File: config.mk
export PLATFORM = sky130hd
export DESIGN_NAME = lvq_front_flat
export DESIGN_NICKNAME = d
export VERILOG_FILES = /design/src/rtl/core/lvq_pkg.sv /design/src/rtl/core/lvq_if.sv /design/src/rtl/core/lvq_front.sv /design/src/flat_wrapper.sv
export SDC_FILE = /design/constraint.sdc
export NUM_CORES = 2
export LEC_CHECK = 0
export ABC_CLOCK_PERIOD_IN_PS = 12760
export BUFFER_PORTS_ARGS = -buffer_cell sky130_fd_sc_hd__buf_4
export CAP_MARGIN = 20
export CELL_PAD_IN_SITES_DETAIL_PLACEMENT = 0
export CELL_PAD_IN_SITES_GLOBAL_PLACEMENT = 1
export CORE_UTILIZATION = 51
export DETAILED_ROUTE_END_ITERATION = 10
export PLACE_DENSITY_LB_ADDON = 0.05
export SLEW_MARGIN = 20
export SYNTH_ARGS = -nofsm -noshare
export SYNTH_HDL_FRONTEND = slang
export SYNTH_SLANG_ARGS = --single-unit
File: constraint.sdc
create_clock -name clk -period 12.76 [get_ports clk]
set_input_delay 1.276 -clock clk [delete_from_list [all_inputs] [get_ports clk]]
set_output_delay 1.276 -clock clk [all_outputs]
set_load 0.03 [all_outputs]
File: src/rtl/core/lvq_pkg.sv
`timescale 1ns / 1ps
// ----------------------------------------------------------------------------
// lvq_pkg: shared types and codes for the two-prototype LVQ trainer
// Holds the request payload types, the action, update-kind and config codes
// and the accumulator width used by the front end.
// ----------------------------------------------------------------------------
package lvq_pkg;

    localparam logic ACT_ELEM    = 1'b0;
    localparam logic ACT_RESTART = 1'b1;

    localparam logic [1:0] KIND_STORE  = 2'd0;
    localparam logic [1:0] KIND_TOWARD = 2'd1;
    localparam logic [1:0] KIND_AWAY   = 2'd2;
    localparam logic [1:0] KIND_TIE    = 2'd3;

    localparam logic CFG_DIM  = 1'b0;
    localparam logic CFG_RATE = 1'b1;

    localparam int ACC_W = 40;

    typedef struct packed {
        logic               action;
        logic signed [15:0] elem_value;
        logic [7:0]         class_label;
    } in_req_t;

    typedef struct packed {
        logic               proto_index;
        logic [3:0]         element_index;
        logic signed [15:0] proto_value;
        logic [1:0]         update_kind;
        logic               saturated;
        logic               last_of_run;
    } out_req_t;

endpackage

File: src/rtl/core/lvq_if.sv
`timescale 1ns / 1ps
// ----------------------------------------------------------------------------
// lvq_in_if / lvq_out_if: valid-ready channels
// One request moves when valid and ready are both high at a clock edge.
// ----------------------------------------------------------------------------
interface lvq_in_if;
    logic             valid;
    logic             ready;
    lvq_pkg::in_req_t data;
    modport source (output valid, output data, input ready);
    modport sink   (input valid, input data, output ready);
endinterface


File: src/rtl/core/lvq_front.sv
`timescale 1ns / 1ps
// ----------------------------------------------------------------------------
// lvq_front: element intake and distance accumulation
// Buffers elements, sums squared distances to both prototypes and hands a
// finished vector to the update engine as a job (stored, decided or tie).
// ----------------------------------------------------------------------------
module lvq_front #(
    parameter int DIM = 16,
    parameter int AW  = 4
) (
    input  logic                   clk,
    input  logic                   rst_n,
    lvq_in_if.sink                 req_in,
    input  logic [AW:0]            eff_dim,
    // prototype read port (two words per cycle, shared with back end)
    output logic [AW-1:0]          pr_addr,
    input  logic signed [15:0]     pr0_data,
    input  logic signed [15:0]     pr1_data,
    // vector buffer write
    output logic                   vb_we,
    output logic [AW-1:0]          vb_addr,
    output logic [15:0]            vb_data,
    // job handoff
    output logic                   job_valid,
    input  logic                   job_ready,
    output logic                   job_proto,
    output logic [1:0]             job_kind,
    output logic [7:0]             job_label,
    input  logic                   busy
);
    import lvq_pkg::*;

    localparam logic [1:0] ST_IDLE = 2'd0;
    localparam logic [1:0] ST_ACC  = 2'd1;
    localparam logic [1:0] ST_JOB  = 2'd2;

    logic [1:0]          state_reg, state_next;
    logic [AW:0]         count_reg;
    logic [1:0]          seen_reg;
    logic [ACC_W-1:0]    d0_reg, d1_reg;
    logic signed [15:0]  x_reg;
    logic                last_reg;
    logic [7:0]          label_reg;
    logic [AW-1:0]       idx;
    logic [AW:0]         idx_w;
    logic signed [16:0]  df0, df1;
    logic [ACC_W-1:0]    d0_sum, d1_sum;
    logic [1:0]          kind_sel;
    logic                proto_sel;

    assign idx_w   = (count_reg >= (AW+1)'(DIM)) ? (AW+1)'(DIM - 1) : count_reg;
    assign idx     = idx_w[AW-1:0];
    assign req_in.ready = (state_reg == ST_IDLE) && !busy;
    assign pr_addr = idx;
    assign vb_we   = req_in.valid && req_in.ready && (req_in.data.action == ACT_ELEM);
    assign vb_addr = idx;
    assign vb_data = req_in.data.elem_value;

    assign df0    = 17'(x_reg) - 17'(pr0_data);
    assign df1    = 17'(x_reg) - 17'(pr1_data);
    assign d0_sum = d0_reg + ACC_W'(unsigned'(34'(df0 * df0)));
    assign d1_sum = d1_reg + ACC_W'(unsigned'(34'(df1 * df1)));

    always_comb
    begin
        if (seen_reg < 2'd2)
        begin
            proto_sel = seen_reg[0];
            kind_sel  = KIND_STORE;
        end
        else if (d0_reg == d1_reg)
        begin
            proto_sel = 1'b0;
            kind_sel  = KIND_TIE;
        end
        else
        begin
            proto_sel = !(d0_reg < d1_reg);
            kind_sel  = KIND_TOWARD;
        end
    end
    assign job_valid = (state_reg == ST_JOB);
    assign job_proto = proto_sel;
    assign job_kind  = kind_sel;
    assign job_label = label_reg;

    always_comb
    begin
        state_next = state_reg;
        case (state_reg)
            ST_IDLE:
                if (req_in.valid && req_in.ready && req_in.data.action == ACT_ELEM)
                begin
                    state_next = ST_ACC;
                end
            ST_ACC:  state_next = last_reg ? ST_JOB : ST_IDLE;
            ST_JOB:  if (job_ready) state_next = ST_IDLE;
            default: state_next = ST_IDLE;
        endcase
    end

    always_ff @(posedge clk or negedge rst_n)
    begin
        if (!rst_n)
        begin
            state_reg <= ST_IDLE;
            count_reg <= '0;
            seen_reg  <= '0;
            d0_reg    <= '0;
            d1_reg    <= '0;
        end
        else
        begin
            state_reg <= state_next;
            if (req_in.valid && req_in.ready)
            begin
                if (req_in.data.action == ACT_RESTART)
                begin
                    count_reg <= '0;
                    seen_reg  <= '0;
                    d0_reg    <= '0;
                    d1_reg    <= '0;
                end
                else
                begin
                    count_reg <= (idx_w + 1'b1 < eff_dim) ? idx_w + 1'b1 : '0;
                end
            end
            if (state_reg == ST_ACC && seen_reg == 2'd2)
            begin
                d0_reg <= d0_sum;
                d1_reg <= d1_sum;
            end
            if (state_reg == ST_JOB && job_ready)
            begin
                d0_reg <= '0;
                d1_reg <= '0;
                if (seen_reg < 2'd2)
                begin
                    seen_reg <= seen_reg + 2'd1;
                end
            end
        end
    end

    always_ff @(posedge clk)
    begin
        if (req_in.valid && req_in.ready)
        begin
            x_reg     <= req_in.data.elem_value;
            last_reg  <= !(idx_w + 1'b1 < eff_dim);
            label_reg <= req_in.data.class_label;
        end
    end
endmodule

File: src/flat_wrapper.sv
// flat-port wrapper written by rule: the top's interface ports become plain ports
module lvq_front_flat import lvq_pkg::*;
#(
    parameter int DIM = 16,
    parameter int AW  = 4
)
  (clk, rst_n, eff_dim, pr_addr, pr0_data, pr1_data, vb_we, vb_addr, vb_data, job_valid, job_ready, job_proto, job_kind, job_label, busy, req_in_valid, req_in_data, req_in_ready);
  lvq_in_if req_in_i ();
  input  logic clk;
  input  logic rst_n;
  input  logic [AW:0] eff_dim;
  output logic [AW-1:0] pr_addr;
  input  logic signed [15:0] pr0_data;
  input  logic signed [15:0] pr1_data;
  output logic vb_we;
  output logic [AW-1:0] vb_addr;
  output logic [15:0] vb_data;
  output logic job_valid;
  input  logic job_ready;
  output logic job_proto;
  output logic [1:0] job_kind;
  output logic [7:0] job_label;
  input  logic busy;
  input wire logic [$bits(req_in_i.valid)-1:0] req_in_valid;
  input wire logic [$bits(req_in_i.data)-1:0] req_in_data;
  output wire logic [$bits(req_in_i.ready)-1:0] req_in_ready;
  assign req_in_i.valid = req_in_valid;
  assign req_in_i.data = req_in_data;
  assign req_in_ready = req_in_i.ready;
  lvq_front #(.DIM(DIM), .AW(AW)) u_core (.clk(clk), .rst_n(rst_n), .req_in(req_in_i), .eff_dim(eff_dim), .pr_addr(pr_addr), .pr0_data(pr0_data), .pr1_data(pr1_data), .vb_we(vb_we), .vb_addr(vb_addr), .vb_data(vb_data), .job_valid(job_valid), .job_ready(job_ready), .job_proto(job_proto), .job_kind(job_kind), .job_label(job_label), .busy(busy));
endmodule
==> impl_metrics.json <==
{
  "yosysWarnings": 0,
  "setup_violations": 0,
  "worst_pin_slew_ps": 1049,
  "reg2reg_depth": 35,
  "cts_sinks": 114,
  "yosysSeqAreaShare": 0.1008,
  "cts_resized": 0,
  "nNetsFinal": 4338,
  "synth.avg_cell_area_um2": 8.870,
  "clk_pin_slew_worst_paths_ps": 70,
  "drt_iter0_drc": 1179,
  "hold_buffers": 0,
  "critPathMaxFanout": 11,
  "cts_setup_buffers": 0,
  "wire_per_inst_um": 18.30,
  "dp_hpwl_um": 65000,
  "place.gp.congestion": 0.9360,
  "crit_type": "input port to register",
  "clock_skew_ps": 23.98,
  "fin_crit_ps": 11490,
  "htreeDepth": 4,
  "cap_viol_max_count": 0,
  "die_w_um": 242.7,
  "status": "finished, final reports clean",
  "hold_depth": 2,
  "final_common_cell": "inv_1",
  "crit_required_ps": 13110,
  "rows": 87,
  "drc_errors": 0,
  "drt_wl_total_um": 76490,
  "crit_path_start_kind": "input port",
  "async_reset_ff_frac": 0.7807,
  "syn-instance-count": 3330,
  "clock_path_buffers": 2,
  "hold_viol": 0,
  "cts_made_buffers": 17,
  "postRouteAntennaNets": 0,
  "synth_ff_type": "dfrtp_1",
  "antenna_found_initial": 1,
  "period_share": 0.9002,
  "mostFrequentLayoutCells": "785 x inv_1, 542 x fa_1, 319 x ha_1",
  "grt_use_total": 0.2742,
  "cpMaxStageDelayCell": "a2111oi_1",
  "dr.pass1.iters": 5,
  "synth-seq-cells": 114,
  "die_area_mm2": 0.05888,
  "syn-cell-area_mm2": 0.02954,
  "n_fill_cell": 5263,
  "rsz0062_at_grt": "false",
  "synthToLayoutAreaGrowth_pct": 7.663,
  "hold_path.class": "register to register",
  "grt_pass1_wl_um": 126200,
  "coreArea_mm2": 0.05682,
  "crit_top_cell": "fa_1",
  "vias_per_cell": 5.326,
  "vias": 22260,
  "cts_tree": "built",
  "syn_nets": 4258,
  "grt_pass1_vias": 23690,
  "crit_start": "pr1_data[0]",
  "synth_edf_count": 25,
  "io_buffers": 104,
  "diodes": 0,
  "boundaryPins": 105,
  "clk_latency_ps": 470,
  "fin_setup_tns_ps": 0,
  "drive_gt1_frac": 0.06661,
  "dieHeight_um": 242.7,
  "cts_root_buf": "clkbuf_16",
  "grt_max_degree": 66,
  "seq_area_mm2": 0.002978,
  "ys_types": 77,
  "worstSetupEndpoint": "u_core.d1_reg[37]",
  "r2r-start": "u_core.x_reg[1]",
  "slowest_delay_ps": 580,
  "start_util": 0.5198,
  "slew_headroom": 0.2956,
  "crit_path_end_kind": "register",
  "slew_viol_final": 0,
  "cp.arrival_ps": 11840,
  "grt-ovfl-total": 0,
  "r2r-end": "u_core.d0_reg[32]",
  "fmax_mhz": 87.06,
  "reg2reg_slack_ps": 1780,
  "multi_input_area_mm2": 0.02313
}
[how the worst min path moves through the flow]
stage	from	endpoint	slack, ps
after floorplan	u_core.count_reg[0]	u_core.count_reg[0]	440
after global placement	u_core.count_reg[0]	u_core.count_reg[0]	450
after detailed placement	u_core.count_reg[0]	u_core.count_reg[0]	460
after CTS	u_core.count_reg[0]	u_core.count_reg[0]	480
after global routing	u_core.count_reg[0]	u_core.count_reg[0]	500
final	u_core.count_reg[0]	u_core.count_reg[0]	470
[critical path, delay by kind of cell]
kind                       cells  cell delay (ps)
and+or+nand+nor                9             1640
buffers and inverters          8              870
AOI/OAI and AO/OA             13             3230
xor gates and xnor gates       2              250
adders and majority gates     10             4400
muxes                          1              150
[through the flow]
step	cell area, um2	std cells	hold WS, ps	util	setup slack, ps
after floorplan	29540	3330	435.7	-	1949
after global placement	31210	4147	452.7	0.5493	880.0
after detailed placement	31210	4147	464.0	0.5493	809.9
after CTS	31800	4179	477.6	0.5596	1282
after global routing	31800	4179	502.4	0.5596	403.9
final	31800	4179	473.0	0.5596	1273
[area by class of cell]
cell class | count | area share
Timing Repair Buffer | 156 | 0.03683
Tap cell | 756 | 0.02975
Clock buffer | 17 | 0.01338
Clock inverter | 15 | 0.005154
Inverter | 796 | 0.09396
Multi-Input combinational cell | 2325 | 0.7273
Sequential cell | 114 | 0.09365
[per-layer routing]
metal	vias to the layer above	share of wire	global-route usage
met5	-	0	0
met4	0	0.016	0.05623
met3	68	0.050	0.04334
met2	502	0.48	0.4505
met1	11120	0.46	0.3839
li1	10570	-	-
[Yosys cell counts (all sizes together) (14+ instances only)]
| master | count | area (um2) |
|---|---|---|
| nand4 | 14 | 87.58 |
| a21o | 68 | 510.5 |
| o31ai | 22 | 165.2 |
| clkbuf | 59 | 221.5 |
| fa | 542 | 10850 |
| nand2b | 22 | 137.6 |
| a21oi | 131 | 655.6 |
| o21bai | 15 | 112.6 |
| nand2 | 300 | 1126 |
| nor2b | 19 | 118.9 |
| xor2 | 56 | 490.5 |
| inv | 791 | 2969 |
| o21a | 19 | 142.6 |
| dfrtp | 89 | 2227 |
| o21ai | 143 | 726.9 |
| xnor2 | 109 | 962.2 |
| a211oi | 21 | 172.7 |
| nor3 | 33 | 165.2 |
| a31oi | 16 | 136.4 |
| nor2 | 254 | 953.4 |
| nand3 | 68 | 340.3 |
| buf | 36 | 235.2 |
| edfxtp | 25 | 750.7 |
| ha | 319 | 3991 |
[cell families (layout without fill, tap and decap cells)]
logic type / count (synthesis) / count (layout) / share of synthesized area
compound gates: 513 / 513 / 0.1128
xor+xnor: 165 / 165 / 0.04918
fa+ha+maj: 861 / 861 / 0.5025
buf+inv: 891 / 984 / 0.1166
flops: 114 / 114 / 0.1008
mux: 11 / 11 / 0.003770
simple gates: 775 / 775 / 0.1143
Power is not shown: default switching activity piles up to over one toggle a cycle in this logic, so the estimate is an artifact.
